<file path="src/hdl/llsa_pkg.sv">
// Shared types and constants for the least-loaded slot allocator.
`default_nettype none

package llsa_pkg;

   localparam int ID_W       = 8;
   localparam int LOAD_W     = 8;
   localparam int CNT_W      = 4;
   localparam int TABLE_W    = 64;
   localparam int TBL_IDX_W  = 3;
   localparam int CSR_IDX_W  = 2;
   localparam int STATUS_W   = 3;

   localparam logic REQ_ACQUIRE = 1'b0;
   localparam logic REQ_RELEASE = 1'b1;

   typedef enum logic [CSR_IDX_W-1:0] {
      CSR_DEVICE_COUNT     = 2'd0,
      CSR_SLOTS_PER_DEVICE = 2'd1,
      CSR_DEVICE_TABLE     = 2'd2
   } csr_index_type;

   typedef enum logic [STATUS_W-1:0] {
      STATUS_GRANTED  = 3'd0,
      STATUS_BUSY     = 3'd1,
      STATUS_INACTIVE = 3'd2,
      STATUS_RELEASED = 3'd3,
      STATUS_IGNORED  = 3'd4
   } status_type;

   typedef enum logic [1:0] {
      ST_IDLE,
      ST_SCAN,
      ST_RESP
   } state_type;

   // Operands of one scan step handed to the shared compare unit.
   typedef struct packed {
      logic [LOAD_W-1:0] load;
      logic [LOAD_W-1:0] best_load;
      logic              found;
      logic [LOAD_W-1:0] slots;
      logic [ID_W-1:0]   entry_id;
      logic [ID_W-1:0]   dev;
   } step_in_type;

   typedef struct packed {
      logic take;
      logic hit;
   } step_out_type;

endpackage

`default_nettype wire

</file>
<file path="src/hdl/llsa_req_if.sv">
// Request channel: acquire or release transactions.
`default_nettype none

interface llsa_req_if
   import llsa_pkg::*;
();
   logic            valid;
   logic            ready;
   logic            req_type;
   logic [ID_W-1:0] release_device;

   modport source (output valid, output req_type, output release_device, input ready);
   modport sink   (input valid, input req_type, input release_device, output ready);
endinterface

`default_nettype wire

</file>
<file path="src/hdl/llsa_rsp_if.sv">
// Response channel: status and granted device identifier.
`default_nettype none

interface llsa_rsp_if
   import llsa_pkg::*;
();
   logic                valid;
   logic                ready;
   logic [STATUS_W-1:0] status;
   logic [ID_W-1:0]     granted_device;

   modport source (output valid, output status, output granted_device, input ready);
   modport sink   (input valid, input status, input granted_device, output ready);
endinterface

`default_nettype wire

</file>
<file path="src/hdl/llsa_csr_if.sv">
// Configuration write channel: register index and write data.
`default_nettype none

interface llsa_csr_if
   import llsa_pkg::*;
();
   logic                 valid;
   logic                 ready;
   logic [CSR_IDX_W-1:0] index;
   logic [TABLE_W-1:0]   data;

   modport source (output valid, output index, output data, input ready);
   modport sink   (input valid, input index, input data, output ready);
endinterface

`default_nettype wire

</file>
<file path="src/hdl/llsa_cmp.sv">
// Shared compare unit used once per scan step.
`default_nettype none

module llsa_cmp
   import llsa_pkg::*;
(
   input  step_in_type  step_in,
   output step_out_type step_out
);

   // An entry is a better acquire candidate if it has a free slot and is
   // strictly lighter than the best so far, so ties keep the lower entry.
   assign step_out.take = (step_in.load < step_in.slots) &&
                          (!step_in.found || (step_in.load < step_in.best_load));
   assign step_out.hit  = (step_in.entry_id == step_in.dev) && (step_in.load != '0);

endmodule

`default_nettype wire

</file>
<file path="src/hdl/least_loaded_slot_allocator.sv">
// Top level of the least-loaded slot allocator: sequencer, load counters, CSRs.
//
//   channel   dir   handshake       payload
//   req_ch    in    valid/ready     req_type, release_device
//   rsp_ch    out   valid/ready     status, granted_device
//   csr_ch    in    valid/ready     index, data
//
// A transaction is accepted while idle, then the sequencer visits one table
// entry per cycle through the shared compare unit; an acquire scans all n
// valid entries (n at most MAX_DEVICES) before its response is shown, and a
// release stops at its first matching entry with a nonzero load. An inactive
// pool answers from idle without a scan. The response register holds until
// taken; no new request is accepted meanwhile. Reset clears all load counters at once.
`default_nettype none

module least_loaded_slot_allocator
   import llsa_pkg::*;
#(
   parameter int MAX_DEVICES = 8
) (
   input  wire         clock,
   input  wire         reset,
   llsa_req_if.sink    req_ch,
   llsa_rsp_if.source  rsp_ch,
   llsa_csr_if.sink    csr_ch
);

   localparam int IDX_W = (MAX_DEVICES > 1) ? $clog2(MAX_DEVICES) : 1;
   localparam logic [CNT_W-1:0] MAX_CNT = CNT_W'(MAX_DEVICES);

   state_type           state_ff, state_in;
   logic [CNT_W-1:0]    device_count_ff;
   logic [LOAD_W-1:0]   slots_ff;
   logic [TABLE_W-1:0]  device_table_ff;
   logic [LOAD_W-1:0]   load_ff [MAX_DEVICES];

   logic                type_ff, type_in;
   logic [ID_W-1:0]     dev_ff, dev_in;
   logic [IDX_W-1:0]    scan_idx_ff, scan_idx_in;
   logic [IDX_W-1:0]    last_idx_ff, last_idx_in;
   logic                found_ff, found_in;
   logic [IDX_W-1:0]    best_idx_ff, best_idx_in;
   logic [LOAD_W-1:0]   best_load_ff, best_load_in;
   logic [ID_W-1:0]     best_id_ff, best_id_in;
   status_type          status_ff, status_in;
   logic [ID_W-1:0]     granted_ff, granted_in;

   logic [CNT_W-1:0]     valid_n;
   logic [LOAD_W-1:0]    cur_load;
   logic [TBL_IDX_W-1:0] id_sel;
   logic [ID_W-1:0]      cur_id;
   logic                 load_we;
   logic [IDX_W-1:0]     load_wa;
   logic [LOAD_W-1:0]    load_wd;
   step_in_type          step_in;
   step_out_type         step_out;

   assign valid_n  = (device_count_ff > MAX_CNT) ? MAX_CNT : device_count_ff;
   assign cur_load = load_ff[scan_idx_ff];
   assign id_sel   = TBL_IDX_W'(scan_idx_ff);
   assign cur_id   = device_table_ff[{id_sel, 3'b000} +: ID_W];

   assign step_in.load      = cur_load;
   assign step_in.best_load = best_load_ff;
   assign step_in.found     = found_ff;
   assign step_in.slots     = slots_ff;
   assign step_in.entry_id  = cur_id;
   assign step_in.dev       = dev_ff;

   llsa_cmp u_cmp (
      .step_in  (step_in),
      .step_out (step_out)
   );

   assign req_ch.ready         = (state_ff == ST_IDLE);
   assign rsp_ch.valid         = (state_ff == ST_RESP);
   assign rsp_ch.status        = status_ff;
   assign rsp_ch.granted_device = granted_ff;
   assign csr_ch.ready         = 1'b1;

   always_comb begin
      state_in     = state_ff;
      type_in      = type_ff;
      dev_in       = dev_ff;
      scan_idx_in  = scan_idx_ff;
      last_idx_in  = last_idx_ff;
      found_in     = found_ff;
      best_idx_in  = best_idx_ff;
      best_load_in = best_load_ff;
      best_id_in   = best_id_ff;
      status_in    = status_ff;
      granted_in   = granted_ff;
      load_we      = 1'b0;
      load_wa      = scan_idx_ff;
      load_wd      = cur_load;
      case (state_ff)
         ST_IDLE: begin
            if (req_ch.valid) begin
               type_in     = req_ch.req_type;
               dev_in      = req_ch.release_device;
               last_idx_in = IDX_W'(valid_n - CNT_W'(1));
               scan_idx_in = '0;
               found_in    = 1'b0;
               granted_in  = '0;
               if (valid_n == '0) begin
                  status_in = (req_ch.req_type == REQ_ACQUIRE) ? STATUS_INACTIVE
                                                                : STATUS_IGNORED;
                  state_in  = ST_RESP;
               end else begin
                  state_in = ST_SCAN;
               end
            end
         end
         ST_SCAN: begin
            if (type_ff == REQ_ACQUIRE) begin
               if (step_out.take) begin
                  best_idx_in  = scan_idx_ff;
                  best_load_in = cur_load;
                  best_id_in   = cur_id;
                  found_in     = 1'b1;
               end
               if (scan_idx_ff == last_idx_ff) begin
                  state_in = ST_RESP;
                  if (found_in) begin
                     load_we    = 1'b1;
                     load_wa    = best_idx_in;
                     load_wd    = best_load_in + LOAD_W'(1);
                     status_in  = STATUS_GRANTED;
                     granted_in = best_id_in;
                  end else begin
                     status_in = STATUS_BUSY;
                  end
               end else begin
                  scan_idx_in = scan_idx_ff + IDX_W'(1);
               end
            end else begin
               if (step_out.hit) begin
                  load_we   = 1'b1;
                  load_wd   = cur_load - LOAD_W'(1);
                  status_in = STATUS_RELEASED;
                  state_in  = ST_RESP;
               end else if (scan_idx_ff == last_idx_ff) begin
                  status_in = STATUS_IGNORED;
                  state_in  = ST_RESP;
               end else begin
                  scan_idx_in = scan_idx_ff + IDX_W'(1);
               end
            end
         end
         ST_RESP: begin
            if (rsp_ch.ready) begin
               state_in = ST_IDLE;
            end
         end
         default: begin
            state_in = ST_IDLE;
         end
      endcase
   end

   always_ff @(posedge clock) begin
      if (reset) begin
         state_ff <= ST_IDLE;
      end else begin
         state_ff <= state_in;
      end
   end

   always_ff @(posedge clock) begin
      if (reset) begin
         device_count_ff <= '0;
         slots_ff        <= LOAD_W'(1);
         device_table_ff <= '0;
      end else if (csr_ch.valid) begin
         case (csr_ch.index)
            CSR_DEVICE_COUNT:     device_count_ff <= csr_ch.data[CNT_W-1:0];
            CSR_SLOTS_PER_DEVICE: slots_ff        <= csr_ch.data[LOAD_W-1:0];
            CSR_DEVICE_TABLE:     device_table_ff <= csr_ch.data;
            default: begin
            end
         endcase
      end
   end

   always_ff @(posedge clock) begin
      if (reset) begin
         for (int i = 0; i < MAX_DEVICES; i++) begin
            load_ff[i] <= '0;
         end
      end else if (load_we) begin
         load_ff[load_wa] <= load_wd;
      end
   end

   always_ff @(posedge clock) begin
      type_ff      <= type_in;
      dev_ff       <= dev_in;
      scan_idx_ff  <= scan_idx_in;
      last_idx_ff  <= last_idx_in;
      found_ff     <= found_in;
      best_idx_ff  <= best_idx_in;
      best_load_ff <= best_load_in;
      best_id_ff   <= best_id_in;
      status_ff    <= status_in;
      granted_ff   <= granted_in;
   end

   // A device identifier is only reported together with a grant.
   a_grant_id_zero: assert property (@(posedge clock) disable iff (reset)
      (rsp_ch.valid && (rsp_ch.status != STATUS_GRANTED)) |-> (rsp_ch.granted_device == '0))
      else $error("granted_device nonzero without a grant");

   // The sequencer never walks past the last valid entry.
   a_scan_bound: assert property (@(posedge clock) disable iff (reset)
      (state_ff == ST_SCAN) |-> (scan_idx_ff <= last_idx_ff))
      else $error("scan index beyond last valid entry");

   // An acquire never answers with a release status.
   a_acquire_status: assert property (@(posedge clock) disable iff (reset)
      (rsp_ch.valid && (type_ff == REQ_ACQUIRE)) |->
         ((rsp_ch.status == STATUS_GRANTED) || (rsp_ch.status == STATUS_BUSY) ||
          (rsp_ch.status == STATUS_INACTIVE)))
      else $error("acquire answered with a release status");

   // A response is never shown while a new request can be accepted.
   a_no_overlap: assert property (@(posedge clock) disable iff (reset)
      rsp_ch.valid |-> !req_ch.ready)
      else $error("request accepted while a response is pending");

endmodule

`default_nettype wire
</file>
<file path="src/flat_wrapper.sv">
// flat-port wrapper written by rule: the top's interface ports become plain ports
module least_loaded_slot_allocator_flat import llsa_pkg::*;
#(
   parameter int MAX_DEVICES = 8
)
  (clock, reset, req_ch_valid, req_ch_req_type, req_ch_release_device, req_ch_ready, rsp_ch_valid, rsp_ch_status, rsp_ch_granted_device, rsp_ch_ready, csr_ch_valid, csr_ch_index, csr_ch_data, csr_ch_ready);
  llsa_req_if req_ch_i ();
  llsa_rsp_if rsp_ch_i ();
  llsa_csr_if csr_ch_i ();
  input  wire clock;
  input  wire reset;
  input wire logic [$bits(req_ch_i.valid)-1:0] req_ch_valid;
  input wire logic [$bits(req_ch_i.req_type)-1:0] req_ch_req_type;
  input wire logic [$bits(req_ch_i.release_device)-1:0] req_ch_release_device;
  output wire logic [$bits(req_ch_i.ready)-1:0] req_ch_ready;
  output wire logic [$bits(rsp_ch_i.valid)-1:0] rsp_ch_valid;
  output wire logic [$bits(rsp_ch_i.status)-1:0] rsp_ch_status;
  output wire logic [$bits(rsp_ch_i.granted_device)-1:0] rsp_ch_granted_device;
  input wire logic [$bits(rsp_ch_i.ready)-1:0] rsp_ch_ready;
  input wire logic [$bits(csr_ch_i.valid)-1:0] csr_ch_valid;
  input wire logic [$bits(csr_ch_i.index)-1:0] csr_ch_index;
  input wire logic [$bits(csr_ch_i.data)-1:0] csr_ch_data;
  output wire logic [$bits(csr_ch_i.ready)-1:0] csr_ch_ready;
  assign req_ch_i.valid = req_ch_valid;
  assign req_ch_i.req_type = req_ch_req_type;
  assign req_ch_i.release_device = req_ch_release_device;
  assign req_ch_ready = req_ch_i.ready;
  assign rsp_ch_valid = rsp_ch_i.valid;
  assign rsp_ch_status = rsp_ch_i.status;
  assign rsp_ch_granted_device = rsp_ch_i.granted_device;
  assign rsp_ch_i.ready = rsp_ch_ready;
  assign csr_ch_i.valid = csr_ch_valid;
  assign csr_ch_i.index = csr_ch_index;
  assign csr_ch_i.data = csr_ch_data;
  assign csr_ch_ready = csr_ch_i.ready;
  least_loaded_slot_allocator #(.MAX_DEVICES(MAX_DEVICES)) u_core (.clock(clock), .reset(reset), .req_ch(req_ch_i), .rsp_ch(rsp_ch_i), .csr_ch(csr_ch_i));
endmodule
</file>
<file path="config.mk">
export PLATFORM = sky130hd
export DESIGN_NAME = least_loaded_slot_allocator_flat
export DESIGN_NICKNAME = d
export VERILOG_FILES = /design/src/hdl/llsa_pkg.sv /design/src/hdl/llsa_req_if.sv /design/src/hdl/llsa_rsp_if.sv /design/src/hdl/llsa_csr_if.sv /design/src/hdl/llsa_cmp.sv /design/src/hdl/least_loaded_slot_allocator.sv /design/src/flat_wrapper.sv
export SDC_FILE = /design/constraint.sdc
export NUM_CORES = 1
export LEC_CHECK = 0
export ABC_AREA = 1
export BUFFER_PORTS_ARGS = -buffer_cell sky130_fd_sc_hd__buf_2
export CORE_ASPECT_RATIO = 1.25
export CORE_MARGIN = 10
export CORE_UTILIZATION = 61
export CTS_BUF_LIST = sky130_fd_sc_hd__clkbuf_4
export CTS_CLUSTER_DIAMETER = 40
export DETAILED_ROUTE_END_ITERATION = 8
export PLACE_DENSITY = 0.82
export SLEW_MARGIN = 20
export SYNTH_ARGS = -nofsm -noshare
export SYNTH_HDL_FRONTEND = slang
export SYNTH_HIERARCHICAL = 1
export SYNTH_SLANG_ARGS = --single-unit
</file>
<file path="constraint.sdc">
create_clock -name clock -period 4.55 [get_ports clock]
set_input_delay 0.91 -clock clock [delete_from_list [all_inputs] [get_ports clock]]
set_output_delay 0.91 -clock clock [all_outputs]
set_load 0.01 [all_outputs]
</file>
==> reports/metrics.cfg <==
[status]
run_status=complete, no violations

[detailed_routing]
drc_errors=0
firstDrtPassIters=6
route.vias.total=8086
ant_nets=0
drtIter0Drc=737
wl_per_cell_um=16.7
drt-total-wl_um=24700
vias_per_cell=5.48

[critical_path]
crit_required_ps=4900
worstPathArrival_ps=4600
worstSetupPathType=reg2reg
path_cells=buf_4 > nand2_1 > nand3_1 > nand3_1 > nand2_1 > inv_1 > ha_1 > nand2_1 > nor2_1 > nand2_1 > nand2_1 > a21oi_2 > inv_1 > nand2_1 > nand2_1 > nand2_1 > nor2_2 > nand2_1 > nand2_1 > nand3_1 > nand2_1 > nand2_1 > nand2_1 > nor2_1
cp-start-kind=flop
cpMaxStageDelayCell=inv_1
path_delay_family=simple AND/OR/NAND/NOR gates
cp_max_fo=20
endpoint_kind=flop
cpPeakStageDelay_ps=450
critical_path_buf_inv_count=3
cpMostUsedCell=nand2_1

[sta]
setup_total_negative_slack_ps=0
setup-violations-final=0
worst_slew_pin_slew_ps=1000
skew_ps=20.2
finalHoldViolCount=0
drv_slew=0
fmax_mhz=235
rsz0062_at_grt=false
min_period_ps=4250
fin_crit_sh=0.934
slew_headroom=0.332

[cells_and_area]
layout_common_cells=nor2_1, nand2_1, o21ai_0, edfxtp_1
fin_nets=1352
drive_gt1_frac=0.148
area_growth_pct=9.34
final_common_cell=nor2_1
fin_area_sq_mm=0.0104
fin_util=0.684

[power_and_ir_drop]
power_per_cell_area_mw_per_mm2=460
power.leakage_nw=4.66
ir_drop_mv=0.292

[placed_design]
place_hpwl_um=17900
portBuffers=92
gp_congestion=1.02
dpl-instance-area_sq_mm=0.0101

[synthesis]
synth-async-reset-ratio=0
synth.top_cell.area_share=0.349
ys_seq_area_frac=0.520
synthFlopType=edfxtp_1
syn_inst=1181
avgSynthCellArea_sq_um=8.02
synth_edf_count=110
netlist.top_cell.by_area=edfxtp_1
ys_seq_elements=191
yosysUniqueCellTypes=42
synth_area_leaders=edfxtp_1, dfxtp_1, nor2_1, nand2_1, o21ai_0
synthesis.nets=1280
yosys_warnings=6
syn_area_sq_mm=0.00947

[floorplanning]
initial_core_util=0.625
core_area_sq_mm=0.0151
die_area_sq_mm=0.0209
rows=50
die_h_um=159
boundaryPins=94
fp.dieW_um=131

[clock_network]
cts_tree=built
clkTransAtPathRegs_ps=150
clk_latency_ps=600
cts_root_buf=clkbuf_4
cts_buffers=17
clkSinkCount=191
htree_levels=4
clockBufferDepth=2

[global_routing]
grt_max_degree=84
grtUsageTotal=0.229
grt_pass1_vias=7730
grt_pass1_wl_um=38800
gr-total-overflow=0
grt_antenna_before_repair=1

[run]
maxCapViolCount=0

[hold_path]
hold_path.class=in2reg

logic make-up (layout without fill, tap and decap cells):
| family | after synthesis | count (layout) | synth area share |
|---|---|---|---|
| xor gates and xnor gates | 12 | 12 | 0.0111 |
| AOI/OAI and AO/OA | 191 | 191 | 0.109 |
| DFF | 191 | 191 | 0.520 |
| adders and majority gates | 19 | 19 | 0.0251 |
| and+or+nand+nor | 604 | 604 | 0.266 |
| other | 1 | 3 | 0.000396 |
| buffers and inverters | 163 | 248 | 0.0677 |
through the flow:
| step | instances | power [W] | setup WS (ps) | hold WS [ps] |
|---|---|---|---|---|
| after detailed placement | 1442 | 0.00390 | 47.6 | 472 |
| final | 1476 | 0.00477 | 299 | 481 |
| after global routing | 1475 | 0.00504 | 34.1 | 444 |
| after floorplan | 1181 | 0.00334 | 869 | 442 |
| after CTS | 1474 | 0.00473 | 28.8 | 449 |
| after global placement | 1442 | 0.00385 | 277 | 464 |
area by class of cell:
class,count,area [sq um]
fill,1322,4790
sequential,191,4920
clock inverter,13,110
tap,208,260
clock buffer,19,143
multi-input combinational,827,3920
inverter,110,422
timing repair buffer,106,569
antenna,2,5.00
sequential cells by signal (all words and copies together) (netlist names), 3 cells and up, named ones only:
signal	count
u_core/rsp_ch.granted_device	8
u_core/device_table_ff	64
u_core/last_idx_ff	3
u_core/best_load_ff	8
u_core/load_ff	64
u_core/dev_ff	8
u_core/rsp_ch.status	3
u_core/id_sel	3
u_core/slots_ff	8
u_core/best_idx_ff	3
u_core/device_count_ff	4
u_core/best_id_ff	8
cell usage after synthesis, types with 2 or more instances:
master / number
nand2_4: 8
nor2_2: 3
nor2_8: 2
nor2_1: 307
nand3b_1: 2
a21oi_1: 25
o21ai_1: 6
a31oi_1: 9
xnor2_1: 8
nand2_2: 3
nand4_1: 2
buf_4: 4
nor2_4: 5
nand2_1: 204
clkinv_1: 2
o21ai_2: 2
ha_1: 19
o21a_1: 4
a21oi_2: 3
nor4_1: 2
buf_1: 2
inv_2: 14
buf_2: 9
inv_1: 93
nand3_1: 58
clkbuf_1: 38
xor2_1: 4
dfxtp_1: 81
o22ai_1: 8
o21ai_0: 130
edfxtp_1: 110
nor3_1: 4
power breakdown:
group | internal [W] | leakage (nW) | switching, W
registers | 0.00199 | 1.76 | 0.0000537
logic | 0.000535 | 2.76 | 0.00132
clock network | 0.000285 | 0.142 | 0.000578
routing by layer:
metal,vias to the layer above,global-route usage,routed length [um]
met5,-,0,0
met4,0,0.129,1220
li1,3979,-,-
met1,3694,0.253,9480
met3,80,0.0422,1380
met2,333,0.405,12600
worst paths after layout:
| kind | startpoint | cells after the start | to | slack, ps |
|---|---|---|---|---|
| hold / removal | req_ch_release_device[4] | 1 | u_core/dev_ff[4] | 480 |
| setup / recovery | flop | 24 | u_core/load_ff[2][5] | 300 |
| hold reg to reg | u_core/slots_ff[5] | 2 | u_core/slots_ff[5] | 500 |
| setup reg to reg | flop | 24 | u_core/load_ff[2][5] | 300 |
repair_timing:
item,in CTS,in global routing
endpoints found under the setup margin,0,120
hold buffers,0,0
gates resized for setup,0,8
buffers inserted,0,0
Note: power is estimated with default switching activity, not from simulation.
